**src/rtl/assert_macros.svh**
```systemverilog
// Assertion helpers shared by the speed controller modules.
`ifndef ASSERT_MACROS_SVH
`define ASSERT_MACROS_SVH
`ifndef ASSERT_OFF
`define ASSERT_IMPLIES(label, ck, rn, ante, cons) \
	label: assert property (@(posedge ck) disable iff (!rn) (ante) |-> (cons)) \
		else $error("assertion failed");
`define ASSERT_NEXT(label, ck, rn, ante, cons) \
	label: assert property (@(posedge ck) disable iff (!rn) (ante) |=> (cons)) \
		else $error("assertion failed");
`else
`define ASSERT_IMPLIES(label, ck, rn, ante, cons)
`define ASSERT_NEXT(label, ck, rn, ante, cons)
`endif
`endif

```
**src/rtl/hsp_pkg.sv**
```systemverilog
package hsp_pkg;

	// Default fixed-point formats.
	localparam int FREQ_FRAC_BITS = 8;
	localparam int GAIN_FRAC_BITS = 16;

	// Field widths.
	localparam int FREQ_W  = 16;
	localparam int GAIN_W  = 24;
	localparam int TIME_W  = 32;
	localparam int LEVEL_W = 10;
	localparam int MINI_W  = 20;
	localparam int ADDR_W  = 5;
	localparam int DATA_W  = 32;

	// Register reset values.
	localparam logic [GAIN_W-1:0]  GAIN_P_RST = 24'd6553600;
	localparam logic [GAIN_W-1:0]  GAIN_I_RST = 24'd655;
	localparam logic [GAIN_W-1:0]  GAIN_D_RST = 24'd3276800;
	localparam logic [MINI_W-1:0]  MIN_INT_RST = 20'd5000;
	localparam logic [LEVEL_W-1:0] LEVEL_THR_RST = 10'd30;
	localparam logic [FREQ_W-1:0]  MAX_STEP_RST = 16'd5120;

	// Register indexes.
	typedef enum logic [2:0] {
		REG_TARGET   = 3'd0,
		REG_ENABLE   = 3'd1,
		REG_GAIN_P   = 3'd2,
		REG_GAIN_I   = 3'd3,
		REG_GAIN_D   = 3'd4,
		REG_MIN_INT  = 3'd5,
		REG_LEVEL    = 3'd6,
		REG_MAX_STEP = 3'd7
	} reg_idx_t;

	// Configuration as seen by the control logic.
	typedef struct packed {
		logic [FREQ_W-1:0]  target_freq;
		logic               control_enable;
		logic [GAIN_W-1:0]  gain_p;
		logic [GAIN_W-1:0]  gain_i;
		logic [GAIN_W-1:0]  gain_d;
		logic [MINI_W-1:0]  min_interval_us;
		logic [LEVEL_W-1:0] level_threshold;
		logic [FREQ_W-1:0]  max_step;
	} cfg_t;

	function automatic int maxi(input int a, input int b);
		return (a > b) ? a : b;
	endfunction

endpackage

```
**src/rtl/hsp_regs.sv**
```systemverilog
module hsp_regs (
	input  logic                          clk,
	input  logic                          arst_n,
	input  logic                          psel,
	input  logic                          penable,
	input  logic                          pwrite,
	input  logic [hsp_pkg::ADDR_W-1:0]    paddr,
	input  logic [hsp_pkg::DATA_W-1:0]    pwdata,
	output logic [hsp_pkg::DATA_W-1:0]    prdata,
	output logic                          pready,
	output hsp_pkg::cfg_t                 cfg
);

	hsp_pkg::cfg_t    cfg_q;
	hsp_pkg::reg_idx_t idx;

	assign idx    = hsp_pkg::reg_idx_t'(paddr[hsp_pkg::ADDR_W-1:2]);
	assign pready = 1'b1;
	assign cfg    = cfg_q;

	// Register writes on the access cycle.
	always_ff @(posedge clk or negedge arst_n) begin
		if (!arst_n) begin
			cfg_q.target_freq     <= '0;
			cfg_q.control_enable  <= 1'b0;
			cfg_q.gain_p          <= hsp_pkg::GAIN_P_RST;
			cfg_q.gain_i          <= hsp_pkg::GAIN_I_RST;
			cfg_q.gain_d          <= hsp_pkg::GAIN_D_RST;
			cfg_q.min_interval_us <= hsp_pkg::MIN_INT_RST;
			cfg_q.level_threshold <= hsp_pkg::LEVEL_THR_RST;
			cfg_q.max_step        <= hsp_pkg::MAX_STEP_RST;
		end else if (psel && penable && pwrite) begin
			case (idx)
				hsp_pkg::REG_TARGET: begin
					cfg_q.target_freq <= pwdata[hsp_pkg::FREQ_W-1:0];
				end
				hsp_pkg::REG_ENABLE: begin
					cfg_q.control_enable <= pwdata[0];
				end
				hsp_pkg::REG_GAIN_P: begin
					cfg_q.gain_p <= pwdata[hsp_pkg::GAIN_W-1:0];
				end
				hsp_pkg::REG_GAIN_I: begin
					cfg_q.gain_i <= pwdata[hsp_pkg::GAIN_W-1:0];
				end
				hsp_pkg::REG_GAIN_D: begin
					cfg_q.gain_d <= pwdata[hsp_pkg::GAIN_W-1:0];
				end
				hsp_pkg::REG_MIN_INT: begin
					cfg_q.min_interval_us <= pwdata[hsp_pkg::MINI_W-1:0];
				end
				hsp_pkg::REG_LEVEL: begin
					cfg_q.level_threshold <= pwdata[hsp_pkg::LEVEL_W-1:0];
				end
				hsp_pkg::REG_MAX_STEP: begin
					cfg_q.max_step <= pwdata[hsp_pkg::FREQ_W-1:0];
				end
				default: begin
				end
			endcase
		end
	end

	// Read mux.
	always_comb begin
		case (idx)
			hsp_pkg::REG_TARGET:   prdata = hsp_pkg::DATA_W'(cfg_q.target_freq);
			hsp_pkg::REG_ENABLE:   prdata = hsp_pkg::DATA_W'(cfg_q.control_enable);
			hsp_pkg::REG_GAIN_P:   prdata = hsp_pkg::DATA_W'(cfg_q.gain_p);
			hsp_pkg::REG_GAIN_I:   prdata = hsp_pkg::DATA_W'(cfg_q.gain_i);
			hsp_pkg::REG_GAIN_D:   prdata = hsp_pkg::DATA_W'(cfg_q.gain_d);
			hsp_pkg::REG_MIN_INT:  prdata = hsp_pkg::DATA_W'(cfg_q.min_interval_us);
			hsp_pkg::REG_LEVEL:    prdata = hsp_pkg::DATA_W'(cfg_q.level_threshold);
			hsp_pkg::REG_MAX_STEP: prdata = hsp_pkg::DATA_W'(cfg_q.max_step);
			default:               prdata = '0;
		endcase
	end

endmodule

```
**src/rtl/hsp_div.sv**
```systemverilog
`include "assert_macros.svh"
module hsp_div #(
	parameter int NUM_W = 28,
	parameter int DEN_W = 32
) (
	input  logic             clk,
	input  logic             arst_n,
	input  logic             start,
	input  logic [NUM_W-1:0] num,
	input  logic [DEN_W-1:0] den,
	output logic             done,
	output logic [NUM_W-1:0] quot
);

	localparam int CNT_W = (NUM_W > 1) ? $clog2(NUM_W) : 1;

	logic [NUM_W-1:0] work_q;
	logic [DEN_W-1:0] den_q;
	logic [DEN_W-1:0] rem_q;
	logic [CNT_W-1:0] cnt_q;
	logic             busy_q;
	logic             done_q;
	logic [DEN_W:0]   trial;
	logic [DEN_W:0]   diff;
	logic             ge;

	// One restoring step: bring in the next numerator bit and try to subtract.
	assign trial = {rem_q, work_q[NUM_W-1]};
	assign diff  = trial - {1'b0, den_q};
	assign ge    = (trial >= {1'b0, den_q});
	assign done  = done_q;
	assign quot  = work_q;

	always_ff @(posedge clk or negedge arst_n) begin
		if (!arst_n) begin
			busy_q <= 1'b0;
			done_q <= 1'b0;
			cnt_q  <= '0;
			work_q <= '0;
			den_q  <= '0;
			rem_q  <= '0;
		end else begin
			done_q <= 1'b0;
			if (start) begin
				work_q <= num;
				den_q  <= den;
				rem_q  <= '0;
				cnt_q  <= '0;
				busy_q <= 1'b1;
			end else if (busy_q) begin
				rem_q  <= ge ? diff[DEN_W-1:0] : trial[DEN_W-1:0];
				work_q <= {work_q[NUM_W-2:0], ge};
				cnt_q  <= cnt_q + 1'b1;
				if (cnt_q == CNT_W'(NUM_W - 1)) begin
					busy_q <= 1'b0;
					done_q <= 1'b1;
				end
			end
		end
	end

	`ASSERT_IMPLIES(a_div_start_free, clk, arst_n, start, !busy_q)
	`ASSERT_NEXT(a_div_done_ends, clk, arst_n, done_q, !done_q)

endmodule

```
**src/rtl/hsp_mul.sv**
```systemverilog
`include "assert_macros.svh"
module hsp_mul #(
	parameter int A_W = 40,
	parameter int B_W = 32,
	parameter int P_W = 47
) (
	input  logic           clk,
	input  logic           arst_n,
	input  logic           start,
	input  logic [A_W-1:0] a,
	input  logic [B_W-1:0] b,
	input  logic [P_W-1:0] limit,
	output logic           done,
	output logic [P_W-1:0] prod,
	output logic           sat
);

	localparam int CNT_W = (B_W > 1) ? $clog2(B_W) : 1;

	logic [A_W-1:0] a_q;
	logic [B_W-1:0] b_q;
	logic [P_W-1:0] lim_q;
	logic [P_W-1:0] acc_q;
	logic [CNT_W-1:0] cnt_q;
	logic           busy_q;
	logic           done_q;
	logic           sat_q;
	logic [P_W-1:0] acc_next;

	// Shift-add, multiplier bits taken most significant first.
	assign acc_next = {acc_q[P_W-2:0], 1'b0} + (b_q[B_W-1] ? P_W'(a_q) : '0);
	assign done = done_q;
	assign prod = acc_q;
	assign sat  = sat_q;

	always_ff @(posedge clk or negedge arst_n) begin
		if (!arst_n) begin
			busy_q <= 1'b0;
			done_q <= 1'b0;
			sat_q  <= 1'b0;
			cnt_q  <= '0;
			a_q    <= '0;
			b_q    <= '0;
			lim_q  <= '0;
			acc_q  <= '0;
		end else begin
			done_q <= 1'b0;
			if (start) begin
				a_q    <= a;
				b_q    <= b;
				lim_q  <= limit;
				acc_q  <= '0;
				sat_q  <= 1'b0;
				cnt_q  <= '0;
				busy_q <= 1'b1;
			end else if (busy_q) begin
				// Once past the limit the product only grows, so it stays saturated.
				if (!sat_q) begin
					acc_q <= acc_next;
					if (acc_next > lim_q) begin
						sat_q <= 1'b1;
					end
				end
				b_q   <= {b_q[B_W-2:0], 1'b0};
				cnt_q <= cnt_q + 1'b1;
				if (cnt_q == CNT_W'(B_W - 1)) begin
					busy_q <= 1'b0;
					done_q <= 1'b1;
				end
			end
		end
	end

	`ASSERT_IMPLIES(a_mul_start_free, clk, arst_n, start, !busy_q)
	`ASSERT_IMPLIES(a_mul_in_limit, clk, arst_n, busy_q && !sat_q, acc_q <= lim_q)

endmodule

```
**src/rtl/hall_pulse_speed_pid.sv**
```systemverilog
// Hall pulse speed controller.
// Each input beat is one falling edge of the Hall sensor: its microsecond
// time, its millisecond time and the analog level. Each input beat gives
// exactly one output beat: whether the edge was accepted, the latest
// frequency, the two-sample average and the drive level.
// A rejected edge or the first edge goes from the idle state straight to
// the output state. A measuring edge first runs one serial division for
// its frequency. With control enabled, the PID step adds four serial
// multiplies, up to two more divisions and the set-up, selection and sum
// steps. The divider and multiplier are shared and bit-serial, and one
// edge is worked on at a time.
// A finished result waits in the output register, so the next edge can be
// taken while the receiver stalls; that edge then holds at the end of its
// work until the output register frees.
// Reset returns the registers and the controller state to their defaults,
// with the drive at 170.0. The user must write configuration over the APB
// port only while no edge is in work; the block does not enforce this.
`include "assert_macros.svh"
module hall_pulse_speed_pid #(
	parameter int FREQ_FRAC_BITS = hsp_pkg::FREQ_FRAC_BITS,
	parameter int GAIN_FRAC_BITS = hsp_pkg::GAIN_FRAC_BITS
) (
	input  logic                          clk,
	input  logic                          arst_n,
	input  logic                          psel,
	input  logic                          penable,
	input  logic                          pwrite,
	input  logic [hsp_pkg::ADDR_W-1:0]    paddr,
	input  logic [hsp_pkg::DATA_W-1:0]    pwdata,
	output logic [hsp_pkg::DATA_W-1:0]    prdata,
	output logic                          pready,
	input  logic                          in_valid,
	output logic                          in_ready,
	input  logic [hsp_pkg::TIME_W-1:0]    pulse_time_us,
	input  logic [hsp_pkg::TIME_W-1:0]    now_ms,
	input  logic [hsp_pkg::LEVEL_W-1:0]   sensor_level,
	output logic                          out_valid,
	input  logic                          out_ready,
	output logic                          pulse_accepted,
	output logic [hsp_pkg::FREQ_W-1:0]    measured_freq,
	output logic [hsp_pkg::FREQ_W-1:0]    average_freq,
	output logic [hsp_pkg::FREQ_W-1:0]    drive_level
);

	localparam int F  = FREQ_FRAC_BITS;
	localparam int G  = GAIN_FRAC_BITS;
	localparam int FW = hsp_pkg::FREQ_W;
	localparam int TW = hsp_pkg::TIME_W;
	localparam int GW = hsp_pkg::GAIN_W;

	// Datapath widths.
	localparam int NUM_W = hsp_pkg::maxi(20 + F, 27);
	localparam int A_W   = hsp_pkg::maxi(FW + GW, F + 7);
	localparam int MP_W  = hsp_pkg::maxi(hsp_pkg::maxi(G + 29, 41), F + 31);
	localparam int SUM_W = MP_W + 2;
	localparam int INT_W = hsp_pkg::maxi(F + 9, 18) + 2;
	localparam int DRV_W = F + 8;

	// Constants in the fixed-point formats above.
	localparam logic [NUM_W-1:0] FREQ_NUM = NUM_W'(64'd1000000 << F);
	localparam logic [MP_W-1:0]  CAP = MP_W'(64'd131072000 << G);
	localparam logic [NUM_W-1:0] LIM_D = NUM_W'(100 << F);
	localparam logic signed [INT_W-1:0] LIM_I = INT_W'(255 << F);
	localparam logic [INT_W-1:0] SAT_MAG = INT_W'(64'd2 << (F + 8));
	localparam logic signed [SUM_W-1:0] TOP_S = SUM_W'(255 << F);
	localparam logic [DRV_W-1:0] DRIVE_RST = DRV_W'(170 << F);
	localparam logic [TW-1:0]    DT_ZERO = TW'(10);
	localparam logic [TW-1:0]    DT_MIN = TW'(2);
	localparam logic [TW-1:0]    MS_PER_S = TW'(1000);

	typedef enum logic [3:0] {
		S_IDLE, S_FREQ, S_PGO, S_P, S_M, S_MDT, S_IDIV, S_DSEL, S_DDIV, S_D, S_SUM,
		S_OUT
	} state_t;

	hsp_pkg::cfg_t cfg;
	state_t        state_q;

	// Controller state.
	logic [TW-1:0]  last_us_q;
	logic           seen_q;
	logic [FW-1:0]  prev_freq_q;
	logic           pair_q;
	logic [FW-1:0]  avg_q;
	logic signed [FW:0] prev_err_q;
	logic signed [INT_W-1:0] int_q;
	logic [DRV_W-1:0] drive_q;
	logic [TW-1:0]  last_ctl_q;

	// Per-edge work registers.
	logic [TW-1:0]  t_ms_q;
	logic           acc_ok_q;
	logic signed [FW:0] err_q;
	logic [TW-1:0]  dt_q;
	logic signed [SUM_W-1:0] p_q;
	logic signed [SUM_W-1:0] d_q;

	// Serial unit operands.
	logic           div_start_q;
	logic [NUM_W-1:0] div_num_q;
	logic [TW-1:0]  div_den_q;
	logic           div_done;
	logic [NUM_W-1:0] div_quot;
	logic           mul_start_q;
	logic [A_W-1:0] mul_a_q;
	logic [TW-1:0]  mul_b_q;
	logic [MP_W-1:0] mul_lim_q;
	logic           mul_done;
	logic [MP_W-1:0] mul_prod;
	logic           mul_sat;

	// Output register.
	logic           out_valid_q;
	logic           out_acc_q;
	logic [FW-1:0]  out_freq_q;
	logic [FW-1:0]  out_avg_q;
	logic [FW-1:0]  out_drive_q;

	// Combinational helpers.
	logic [TW-1:0]  interval_c;
	logic           ok_c;
	logic [FW-1:0]  f_c;
	logic [FW:0]    avg_sum_c;
	logic [FW-1:0]  avg_next_c;
	logic signed [FW:0] err_c;
	logic [FW:0]    err_neg_c;
	logic [FW-1:0]  err_abs_c;
	logic [TW-1:0]  dt_raw_c;
	logic [TW-1:0]  dt_c;
	logic signed [FW+1:0] diff_c;
	logic [FW+1:0]  diff_neg_c;
	logic [FW:0]    diff_abs_c;
	logic [26:0]    dmul_c;
	logic [NUM_W-1:0] deriv_c;
	logic signed [SUM_W-1:0] sum_c;
	logic signed [SUM_W-1:0] next_c;
	logic signed [SUM_W-1:0] drv_s_c;
	logic signed [SUM_W-1:0] step_c;
	logic signed [SUM_W-1:0] slew_c;

	hsp_regs u_regs (
		.clk     (clk),
		.arst_n  (arst_n),
		.psel    (psel),
		.penable (penable),
		.pwrite  (pwrite),
		.paddr   (paddr),
		.pwdata  (pwdata),
		.prdata  (prdata),
		.pready  (pready),
		.cfg     (cfg)
	);

	hsp_div #(
		.NUM_W (NUM_W),
		.DEN_W (TW)
	) u_div (
		.clk    (clk),
		.arst_n (arst_n),
		.start  (div_start_q),
		.num    (div_num_q),
		.den    (div_den_q),
		.done   (div_done),
		.quot   (div_quot)
	);

	hsp_mul #(
		.A_W (A_W),
		.B_W (TW),
		.P_W (MP_W)
	) u_mul (
		.clk    (clk),
		.arst_n (arst_n),
		.start  (mul_start_q),
		.a      (mul_a_q),
		.b      (mul_b_q),
		.limit  (mul_lim_q),
		.done   (mul_done),
		.prod   (mul_prod),
		.sat    (mul_sat)
	);

	// Gain product scaled down, rounded toward minus infinity.
	function automatic logic signed [SUM_W-1:0] fshift(input logic [MP_W-1:0] x,
			input logic neg);
		logic [SUM_W-1:0] xe;
		xe = SUM_W'(x);
		if (neg && (x != '0)) begin
			return $signed(~((xe - SUM_W'(1)) >> G));
		end
		return $signed(xe >> G);
	endfunction

	// Integral step applied with sign, then clamped.
	function automatic logic signed [INT_W-1:0] int_upd(
			input logic signed [INT_W-1:0] cur, input logic [INT_W-1:0] mag,
			input logic neg);
		logic signed [INT_W-1:0] s;
		s = neg ? (cur - $signed(mag)) : (cur + $signed(mag));
		if (s > LIM_I) begin
			return LIM_I;
		end
		if (s < -LIM_I) begin
			return -LIM_I;
		end
		return s;
	endfunction

	// Edge checks on the incoming beat.
	assign interval_c = pulse_time_us - last_us_q;
	assign ok_c = (sensor_level < cfg.level_threshold) &&
		!(seen_q && (interval_c <= TW'(cfg.min_interval_us)));

	// Frequency, average and error once the division finishes.
	always_comb begin
		f_c = (|div_quot[NUM_W-1:FW]) ? '1 : div_quot[FW-1:0];
		avg_sum_c = {1'b0, prev_freq_q} + {1'b0, f_c};
		avg_next_c = pair_q ? avg_sum_c[FW:1] : avg_q;
		err_c = $signed({1'b0, cfg.target_freq}) - $signed({1'b0, avg_next_c});
		dt_raw_c = t_ms_q - last_ctl_q;
		dt_c = (dt_raw_c == '0) ? DT_ZERO : dt_raw_c;
	end

	// Magnitudes for the serial units.
	always_comb begin
		err_neg_c = -err_q;
		err_abs_c = err_q[FW] ? err_neg_c[FW-1:0] : err_q[FW-1:0];
		diff_c = {err_q[FW], err_q} - {prev_err_q[FW], prev_err_q};
		diff_neg_c = -diff_c;
		diff_abs_c = diff_c[FW+1] ? diff_neg_c[FW:0] : diff_c[FW:0];
		dmul_c = (27'(diff_abs_c) << 10) - (27'(diff_abs_c) << 4) -
			(27'(diff_abs_c) << 3);
		deriv_c = (div_quot > LIM_D) ? LIM_D : div_quot;
	end

	// Drive sum, clamp and slew.
	always_comb begin
		drv_s_c = $signed(SUM_W'(drive_q));
		step_c = $signed(SUM_W'(cfg.max_step));
		sum_c = drv_s_c + p_q + SUM_W'(int_q) + d_q;
		if (sum_c < 0) begin
			next_c = '0;
		end else if (sum_c > TOP_S) begin
			next_c = TOP_S;
		end else begin
			next_c = sum_c;
		end
		if ((next_c - drv_s_c) > step_c) begin
			slew_c = drv_s_c + step_c;
		end else if ((drv_s_c - next_c) > step_c) begin
			slew_c = drv_s_c - step_c;
		end else begin
			slew_c = next_c;
		end
	end

	// Sequencer over the shared divider and multiplier.
	always_ff @(posedge clk or negedge arst_n) begin
		if (!arst_n) begin
			state_q     <= S_IDLE;
			last_us_q   <= '0;
			seen_q      <= 1'b0;
			prev_freq_q <= '0;
			pair_q      <= 1'b0;
			avg_q       <= '0;
			prev_err_q  <= '0;
			int_q       <= '0;
			drive_q     <= DRIVE_RST;
			last_ctl_q  <= '0;
			t_ms_q      <= '0;
			acc_ok_q    <= 1'b0;
			err_q       <= '0;
			dt_q        <= '0;
			p_q         <= '0;
			d_q         <= '0;
			div_start_q <= 1'b0;
			div_num_q   <= '0;
			div_den_q   <= '0;
			mul_start_q <= 1'b0;
			mul_a_q     <= '0;
			mul_b_q     <= '0;
			mul_lim_q   <= '0;
			out_valid_q <= 1'b0;
			out_acc_q   <= 1'b0;
			out_freq_q  <= '0;
			out_avg_q   <= '0;
			out_drive_q <= '0;
		end else begin
			div_start_q <= 1'b0;
			mul_start_q <= 1'b0;
			if (out_valid_q && out_ready) begin
				out_valid_q <= 1'b0;
			end
			case (state_q)
				S_IDLE: begin
					if (in_valid) begin
						t_ms_q   <= now_ms;
						acc_ok_q <= ok_c;
						if (ok_c) begin
							seen_q    <= 1'b1;
							last_us_q <= pulse_time_us;
						end
						if (ok_c && seen_q && (interval_c != '0)) begin
							div_num_q   <= FREQ_NUM;
							div_den_q   <= interval_c;
							div_start_q <= 1'b1;
							state_q     <= S_FREQ;
						end else begin
							state_q <= S_OUT;
						end
					end
				end
				S_FREQ: begin
					if (div_done) begin
						prev_freq_q <= f_c;
						avg_q       <= avg_next_c;
						pair_q      <= !pair_q;
						if (cfg.control_enable && (cfg.target_freq != '0)) begin
							err_q       <= err_c;
							dt_q        <= dt_c;
							state_q     <= S_PGO;
						end else begin
							state_q <= S_OUT;
						end
					end
				end
				S_PGO: begin
					// Proportional product; the error settled in the cycle before.
					mul_a_q     <= A_W'(err_abs_c);
					mul_b_q     <= TW'(cfg.gain_p);
					mul_lim_q   <= '1;
					mul_start_q <= 1'b1;
					state_q     <= S_P;
				end
				S_P: begin
					if (mul_done) begin
						p_q         <= fshift(mul_prod, err_q[FW]);
						mul_a_q     <= A_W'(err_abs_c);
						mul_b_q     <= TW'(cfg.gain_i);
						mul_start_q <= 1'b1;
						state_q     <= S_M;
					end
				end
				S_M: begin
					if (mul_done) begin
						mul_a_q     <= A_W'(mul_prod);
						mul_b_q     <= dt_q;
						mul_lim_q   <= CAP;
						mul_start_q <= 1'b1;
						state_q     <= S_MDT;
					end
				end
				S_MDT: begin
					if (mul_done) begin
						if (mul_sat) begin
							int_q   <= int_upd(int_q, SAT_MAG, err_q[FW]);
							state_q <= S_DSEL;
						end else begin
							div_num_q   <= NUM_W'(mul_prod >> G);
							div_den_q   <= MS_PER_S;
							div_start_q <= 1'b1;
							state_q     <= S_IDIV;
						end
					end
				end
				S_IDIV: begin
					if (div_done) begin
						int_q   <= int_upd(int_q, INT_W'(div_quot), err_q[FW]);
						state_q <= S_DSEL;
					end
				end
				S_DSEL: begin
					if (dt_q >= DT_MIN) begin
						div_num_q   <= NUM_W'(dmul_c);
						div_den_q   <= dt_q;
						div_start_q <= 1'b1;
						state_q     <= S_DDIV;
					end else begin
						d_q     <= '0;
						state_q <= S_SUM;
					end
				end
				S_DDIV: begin
					if (div_done) begin
						mul_a_q     <= A_W'(deriv_c);
						mul_b_q     <= TW'(cfg.gain_d);
						mul_lim_q   <= '1;
						mul_start_q <= 1'b1;
						state_q     <= S_D;
					end
				end
				S_D: begin
					if (mul_done) begin
						d_q     <= fshift(mul_prod, diff_c[FW+1]);
						state_q <= S_SUM;
					end
				end
				S_SUM: begin
					drive_q    <= DRV_W'(slew_c);
					prev_err_q <= err_q;
					last_ctl_q <= t_ms_q;
					state_q    <= S_OUT;
				end
				S_OUT: begin
					if (!out_valid_q || out_ready) begin
						out_valid_q <= 1'b1;
						out_acc_q   <= acc_ok_q;
						out_freq_q  <= prev_freq_q;
						out_avg_q   <= avg_q;
						out_drive_q <= FW'(drive_q);
						state_q     <= S_IDLE;
					end
				end
				default: begin
					state_q <= S_IDLE;
				end
			endcase
		end
	end

	assign in_ready       = (state_q == S_IDLE);
	assign out_valid      = out_valid_q;
	assign pulse_accepted = out_acc_q;
	assign measured_freq  = out_freq_q;
	assign average_freq   = out_avg_q;
	assign drive_level    = out_drive_q;

	`ASSERT_NEXT(a_one_edge_at_a_time, clk, arst_n, in_valid && in_ready, !in_ready)
	`ASSERT_IMPLIES(a_drive_in_range, clk, arst_n, 1'b1, $signed(SUM_W'(drive_q)) <= TOP_S)
	`ASSERT_IMPLIES(a_integral_in_range, clk, arst_n, 1'b1, (int_q <= LIM_I) && (int_q >= -LIM_I))

endmodule

```
**config.mk**
```make
export PLATFORM = sky130hd
export DESIGN_NAME = hall_pulse_speed_pid
export DESIGN_NICKNAME = d
export VERILOG_FILES = /design/src/rtl/hsp_pkg.sv /design/src/rtl/hsp_regs.sv /design/src/rtl/hsp_div.sv /design/src/rtl/hsp_mul.sv /design/src/rtl/hall_pulse_speed_pid.sv
export VERILOG_INCLUDE_DIRS = /design/src /design/src/rtl
export SDC_FILE = /design/constraint.sdc
export NUM_CORES = 2
export LEC_CHECK = 0
export BUFFER_PORTS_ARGS = -buffer_cell sky130_fd_sc_hd__buf_2
export CELL_PAD_IN_SITES_DETAIL_PLACEMENT = 1
export CELL_PAD_IN_SITES_GLOBAL_PLACEMENT = 1
export CORE_AREA = 2 2 336 338
export CTS_CLUSTER_DIAMETER = 100
export DETAILED_ROUTE_END_ITERATION = 16
export DIE_AREA = 0 0 338 340
export HOLD_SLACK_MARGIN = 0.15
export PLACE_DENSITY_LB_ADDON = 0.2
export SLEW_MARGIN = 15
export SYNTH_ARGS = -nofsm -noshare
export SYNTH_HDL_FRONTEND = slang
export SYNTH_SLANG_ARGS = --single-unit
export TNS_END_PERCENT = 5
```
**constraint.sdc**
```tcl
create_clock -name clk -period 25.3 [get_ports clk]
set_input_delay 2.53 -clock clk [delete_from_list [all_inputs] [get_ports clk]]
set_output_delay 2.53 -clock clk [all_outputs]
set_load 0.1 [all_outputs]
```
* Word-level counts from Yosys, hierarchy flattened *
Index checks and enable logic that the tools add are counted.

word-level totals
  flip-flop bits (word level) = 964

cells by class
  eq/ne operators = 35
  add/sub/neg operators = 25
  bitwise gates (word level) = 1
  multiplexer cells = 134
  $lt $le $gt $ge = 14
  reductions and logical operators = 50

operator list
  kind                    number
  $mux W32                14
  $mux W47                8
  $mux W20                13
  $pmux W32 S8            1
  $mux W45                5
  $mux W28                8
  $mux W40                4
  $pmux W40 S4            1
  $pmux W45 S3            1
  $pmux W32 S4            1
  $pmux W32 S3            1
  $sub A32 B32 Y32        3
  $gt A47 B17 Y1          2
  $pmux W47 S2            1
  $pmux W28 S3            1
  $mux W16                5
  $mux W1                 49
  $pmux W4 S12            1
  $add A17 B47 Y47        1
  $add A47 B20 Y47        1
  $add A47 B47 Y47        1
  $gt A47 B17 Y1 const B  1
  $lt A47 B1 Y1 const B   1
  $not A31 Y47            1
  other kinds (61)        134

* Depth between registers and ports, before layout *
  depth after elaboration = 16
  depth in mapped cells = 43
  depth with buffers taken out = 41

* Hierarchy *
A second synthesis with hierarchy kept.

unflattened totals
  cell total of the unflattened synthesis = 6804
  area, all modules = 61162.4 µm²

modules (own cells, without submodules)
  module                seq. area each (µm²)  cells an instance  area an instance (µm²)  instances
  hall_pulse_speed_pid  12141.6               4570               38520.7                 1
  hsp_mul               4254.1                1024               10167.3                 1
  hsp_div               2477.4                735                6254.7                  1
  hsp_regs              3407.0                475                6219.7                  1

* Least setup slack after synthesis *
No wires, ideal clock.

  path type = reg-to-reg
  start = register drive_q[1]
  end = register drive_q[12]
  path slack = 16.618 ns
  path buffers = 1
  arrival = 8.540 ns
  required time = 25.158 ns
  stages on the path, launching flop included = 41
  library setup time = 0.142 ns
  path through = dfrtp_1 inv_1 fa_1 fa_1 inv_1 ha_1 fa_1 a21o_1 a21o_1 a21oi_1 o21ai_0 a31oi_1 xor2_1 or4_1 o41a_1 nand4_1 nor3_2 clkbuf_1 [5 not listed] a21boi_0 o21ai_0 o311ai_0 and2_1 o21a_1 nor2_1 xnor2_1 ha_1 and3_1 nand3_1 nor2_1 o2111ai_1 nor4bb_1 a221o_1 and2_1 or4_1 a41oi_1 a31oi_1

between the ends
  word-level cells in the longest chain between the ends = 10
  elaborated cells on any way between the ends = 15
  classes of those cells = add/sub: 7; order compare: 4; mux: 4

ends and longest elaborated chain
  what                    RTL line                     source
  from (decl)             hall_pulse_speed_pid.sv:87   logic [DRV_W-1:0] drive_q;
  from (signal assigned)  hall_pulse_speed_pid.sv:399  drive_q <= DRV_W'(slew_c);
  $add A17 B47 Y47        hall_pulse_speed_pid.sv:240  sum_c = drv_s_c + p_q + SUM_W'(int_q) + d_q;
  $add A47 B20 Y47        hall_pulse_speed_pid.sv:240
  $add A47 B47 Y47        hall_pulse_speed_pid.sv:240
  $gt A47 B17 Y1          hall_pulse_speed_pid.sv:243  end else if (sum_c > TOP_S) begin
  $mux W47                hall_pulse_speed_pid.sv:243
  $mux W47                hall_pulse_speed_pid.sv:241  if (sum_c < 0) begin
  $sub A17 B47 Y47        hall_pulse_speed_pid.sv:250  end else if ((drv_s_c - next_c) > step_c) begin
  $gt A47 B17 Y1          hall_pulse_speed_pid.sv:250
  $mux W16                hall_pulse_speed_pid.sv:250
  $mux W16 (*)            hall_pulse_speed_pid.sv:248  if ((next_c - drv_s_c) > step_c) begin

Every way passes the cells marked *; elsewhere a longest branch is shown, timed or not.
A chain may end at the register's enable or synchronous reset.

* Worst setup path in the final report *
  start = register drive_q[1]
  end = register drive_q[11]

The elaborated chain is that of the path after synthesis.

==> results.py <==
metrics = {
    "status": {
        "status": "completed",
    },
    "clocking": {
        "hold_buffers": 0,
        "clk_pin_slew_ps": 60,
        "cts_sinks": 846,
        "cts_setup_buffers": 0,
        "clk_path_buf_depth": 3,
        "cts-htree-levels": 3,
        "cts_resized": 0,
        "clkLatencyLatePin_ps": 720,
        "cts_tree": "done",
        "root_buffer": "clkbuf_16",
        "cts_buffers": 99,
    },
    "floorplan": {
        "core_um2": 112000,
        "die_area_um2": 115000,
        "die_h_um": 340,
        "fp.dieW_um": 338,
        "rows": 123,
        "start_util_pct": 52.4,
        "ios": 202,
    },
    "cells_and_area": {
        "syn2layout_area_growth_pct": 9.94,
        "final_cell_mix": "dfrtp_1 (815), nand2_1 (800), o21ai_0 (539)",
        "n_fill_cell": 12822,
        "instances_no_fill": 8087,
        "final_area_um2": 64300,
        "drive_gt1_share_pct": 12.3,
        "layout_commonest_cell": "dfrtp_1",
        "utilization_pct": 57.6,
        "layout.nets": 7143,
    },
    "grt": {
        "antenna_found_initial": 8,
        "grt_max_degree": 151,
        "grt_pass1_wl_um": 307000,
        "overflow": 0,
        "track_usage_pct": 34.1,
        "grt_pass1_vias": 53162,
    },
    "logic_synthesis": {
        "synth-adder-area-share_pct": 12.2,
        "ys_top_cells_by_area": "dfrtp_1 (35%), ha_1 (9.8%), nand2_1 (5.2%)",
        "ys_seq_elements": 846,
        "synth_top_cell_by_area": "dfrtp_1",
        "synth_edf_count": 0,
        "synth_ff_type": "dfrtp_1",
        "yosysSeqAreaShare_pct": 36.3,
        "yosysUniqueCellTypes": 101,
        "synthArstFlopShare_pct": 100,
        "synth_top_family_by_area": "compound AO/OA/AOI/OAI gates",
        "synth.area.mux_share_pct": 7.47,
        "synth.top_cell.area_share_pct": 35.1,
        "syn_area_per_cell_um2": 9.05,
        "synth_area_um2": 58400,
        "synth_compound_area_share_pct": 18.9,
        "synthSimpleGateAreaFrac_pct": 14.6,
        "synthXorXnorAreaFrac_pct": 5.33,
        "synth-warning-count": 0,
        "netlist_instances": 6457,
    },
    "sta": {
        "fmax_mhz": 88.7,
        "min_period_ps": 11270,
        "final_hold_viol_count": 0,
        "period_share_pct": 44.5,
        "finalMaxSlewViolations": 0,
        "setup_viol": 0,
        "worstMarginPinSlew_ps": 1150,
        "skew_ps": 54.9,
        "rsz0062_at_grt": "no",
        "setup_tns_ps": 0,
        "setup_ws_ps": 14030,
        "slew_headroom_pct": 23.2,
        "whs_ps": 464,
    },
    "placement": {
        "gp_congestion": 0.918,
        "dp.cells": 7897,
        "place_ws_ps": 14300,
        "post_dp_cell_area_um2": 60500,
        "io_buffers": 182,
        "dpl.hpwl_um": 145000,
    },
    "route": {
        "drt-initial-drc-count": 3769,
        "viasPerCell": 6.19,
        "vias": 50083,
        "ant_nets": 0,
        "routed_wl_um": 196000,
        "wl_per_cell_um": 24.3,
        "drc": 0,
        "dr.pass1.iters": 9,
    },
    "power_and_ir_drop": {
        "clockPowerShare_pct": 47.1,
        "leakagePower_nw": 31.8,
        "internal_power_mw": 2.52,
        "switching_share_pct": 27.4,
        "p_per_area_nw_per_um2": 54.1,
        "switchingPower_uw": 952,
        "finalPower_mw": 3.48,
        "power_frac_comb_pct": 10.3,
        "ir_drop_mv": 0.0724,
        "pwr-share-seq_pct": 42.6,
    },
    "critical_path": {
        "slowest_stage": "and2_1",
        "cp_max_fo": 25,
        "cp.arrival_ps": 11880,
        "worstPathRequired_ps": 25910,
        "cp_slowest_stage_delay_ps": 710,
        "critPathKind": "register to register",
        "cp-end-kind": "register",
        "critPathLaunchType": "register",
    },
    "hold_path": {
        "hp-class": "register to register",
    },
    "job": {
        "cap_violations": 0,
    },
}
-- critical path, delay by kind of cell (launching register included) --
kind,cells,cell delay (ps)
AO/OA/AOI/OAI,17,4890
adder cells (fa/ha/maj),6,2260
AND/OR/NAND/NOR,10,2610
XOR/XNOR,2,230
flip-flops,1,470
buffers and inverters,4,660
-- final timing paths --
path	from	end	slack (ps)	cells after the start
min in group asynchronous	arst_n	last_ctl_q[6]	1840	1
worst max-delay path	drive_q[1]	drive_q[11]	14030	39
worst min-delay path	mul_a_q[19]	mul_a_q[19]	460	2
worst max register to register	drive_q[1]	drive_q[11]	14030	39
max in group asynchronous	arst_n	div_num_q[15]	20190	4
worst min register to register	mul_a_q[19]	mul_a_q[19]	460	2
-- power groups by stage --
stage	registers [mW]	logic [mW]	clock network [mW]
4_1_cts	1.48	0.356	1.66
2_1_floorplan	1.47	0.233	0
3_3_place_gp	1.50	0.337	0
6_report	1.48	0.360	1.64
3_5_place_dp	1.50	0.351	0
5_1_grt	1.48	0.392	1.72
-- routing by layer --
| layer | wire length, um | track usage (%) | up-vias |
|---|---|---|---|
| met2 | 91200 | 55.3 | 1373 |
| li1 | - | - | 22903 |
| met1 | 85900 | 46.2 | 25468 |
| met3 | 12900 | 6.14 | 335 |
| met4 | 6250 | 11.1 | 4 |
| met5 | 34 | 0 | - |
-- registers in the layout, summed over array words and instances, names as in the netlist, 20 cells and up --
register and cells:
d_q 31, div_den_q 32, div_num_q 28, dt_q 32, int_q 20, last_ctl_q 32, last_us_q 32, mul_a_q 40
mul_b_q 32, p_q 31, t_ms_q 32, u_div.den_q 32, u_div.quot 28, u_div.rem_q 32, u_mul.a_q 40, u_mul.b_q 32
u_mul.prod 45, u_regs.cfg 135
-- cell usage after synthesis (all sizes together), types with 40 or more instances --
cell type  instances
dfrtp            819
nand2            802
o21ai            547
ha               456
inv              433
a21oi            368
nor2             366
mux2             270
clkbuf           250
xnor2            211
a21o             174
xor2             145
mux2i            130
nor3             107
nand3            101
a31oi             74
a22o              73
fa                70
and2              69
buf               69
nand4             64
o21a              63
nor2b             61
nand2b            59
a211oi            54
nor4              44
and3              40
-- kinds of logic after synthesis --
| family | Yosys count |
|---|---|
| AO/OA/AOI/OAI | 1727 |
| XOR/XNOR | 356 |
| adder cells (fa/ha/maj) | 526 |
| buffers and inverters | 756 |
| flip-flops | 846 |
| multiplexers | 401 |
| other | 2 |
| AND/OR/NAND/NOR | 1843 |
-- area by class of cell --
type / instances / area (um2) / share of cell area, %
multi-input combinational: 4862 / 34300 / 53.4
timing repair buffer: 256 / 1500 / 2.34
tap: 1500 / 1880 / 2.92
antenna: 3 / 7.51 / 0.0117
clock inverter: 60 / 991 / 1.54
inverter: 434 / 1630 / 2.54
clock buffer: 126 / 2750 / 4.28
sequential: 846 / 21200 / 33.0
Note: power is estimated with default switching activity, not from simulation.
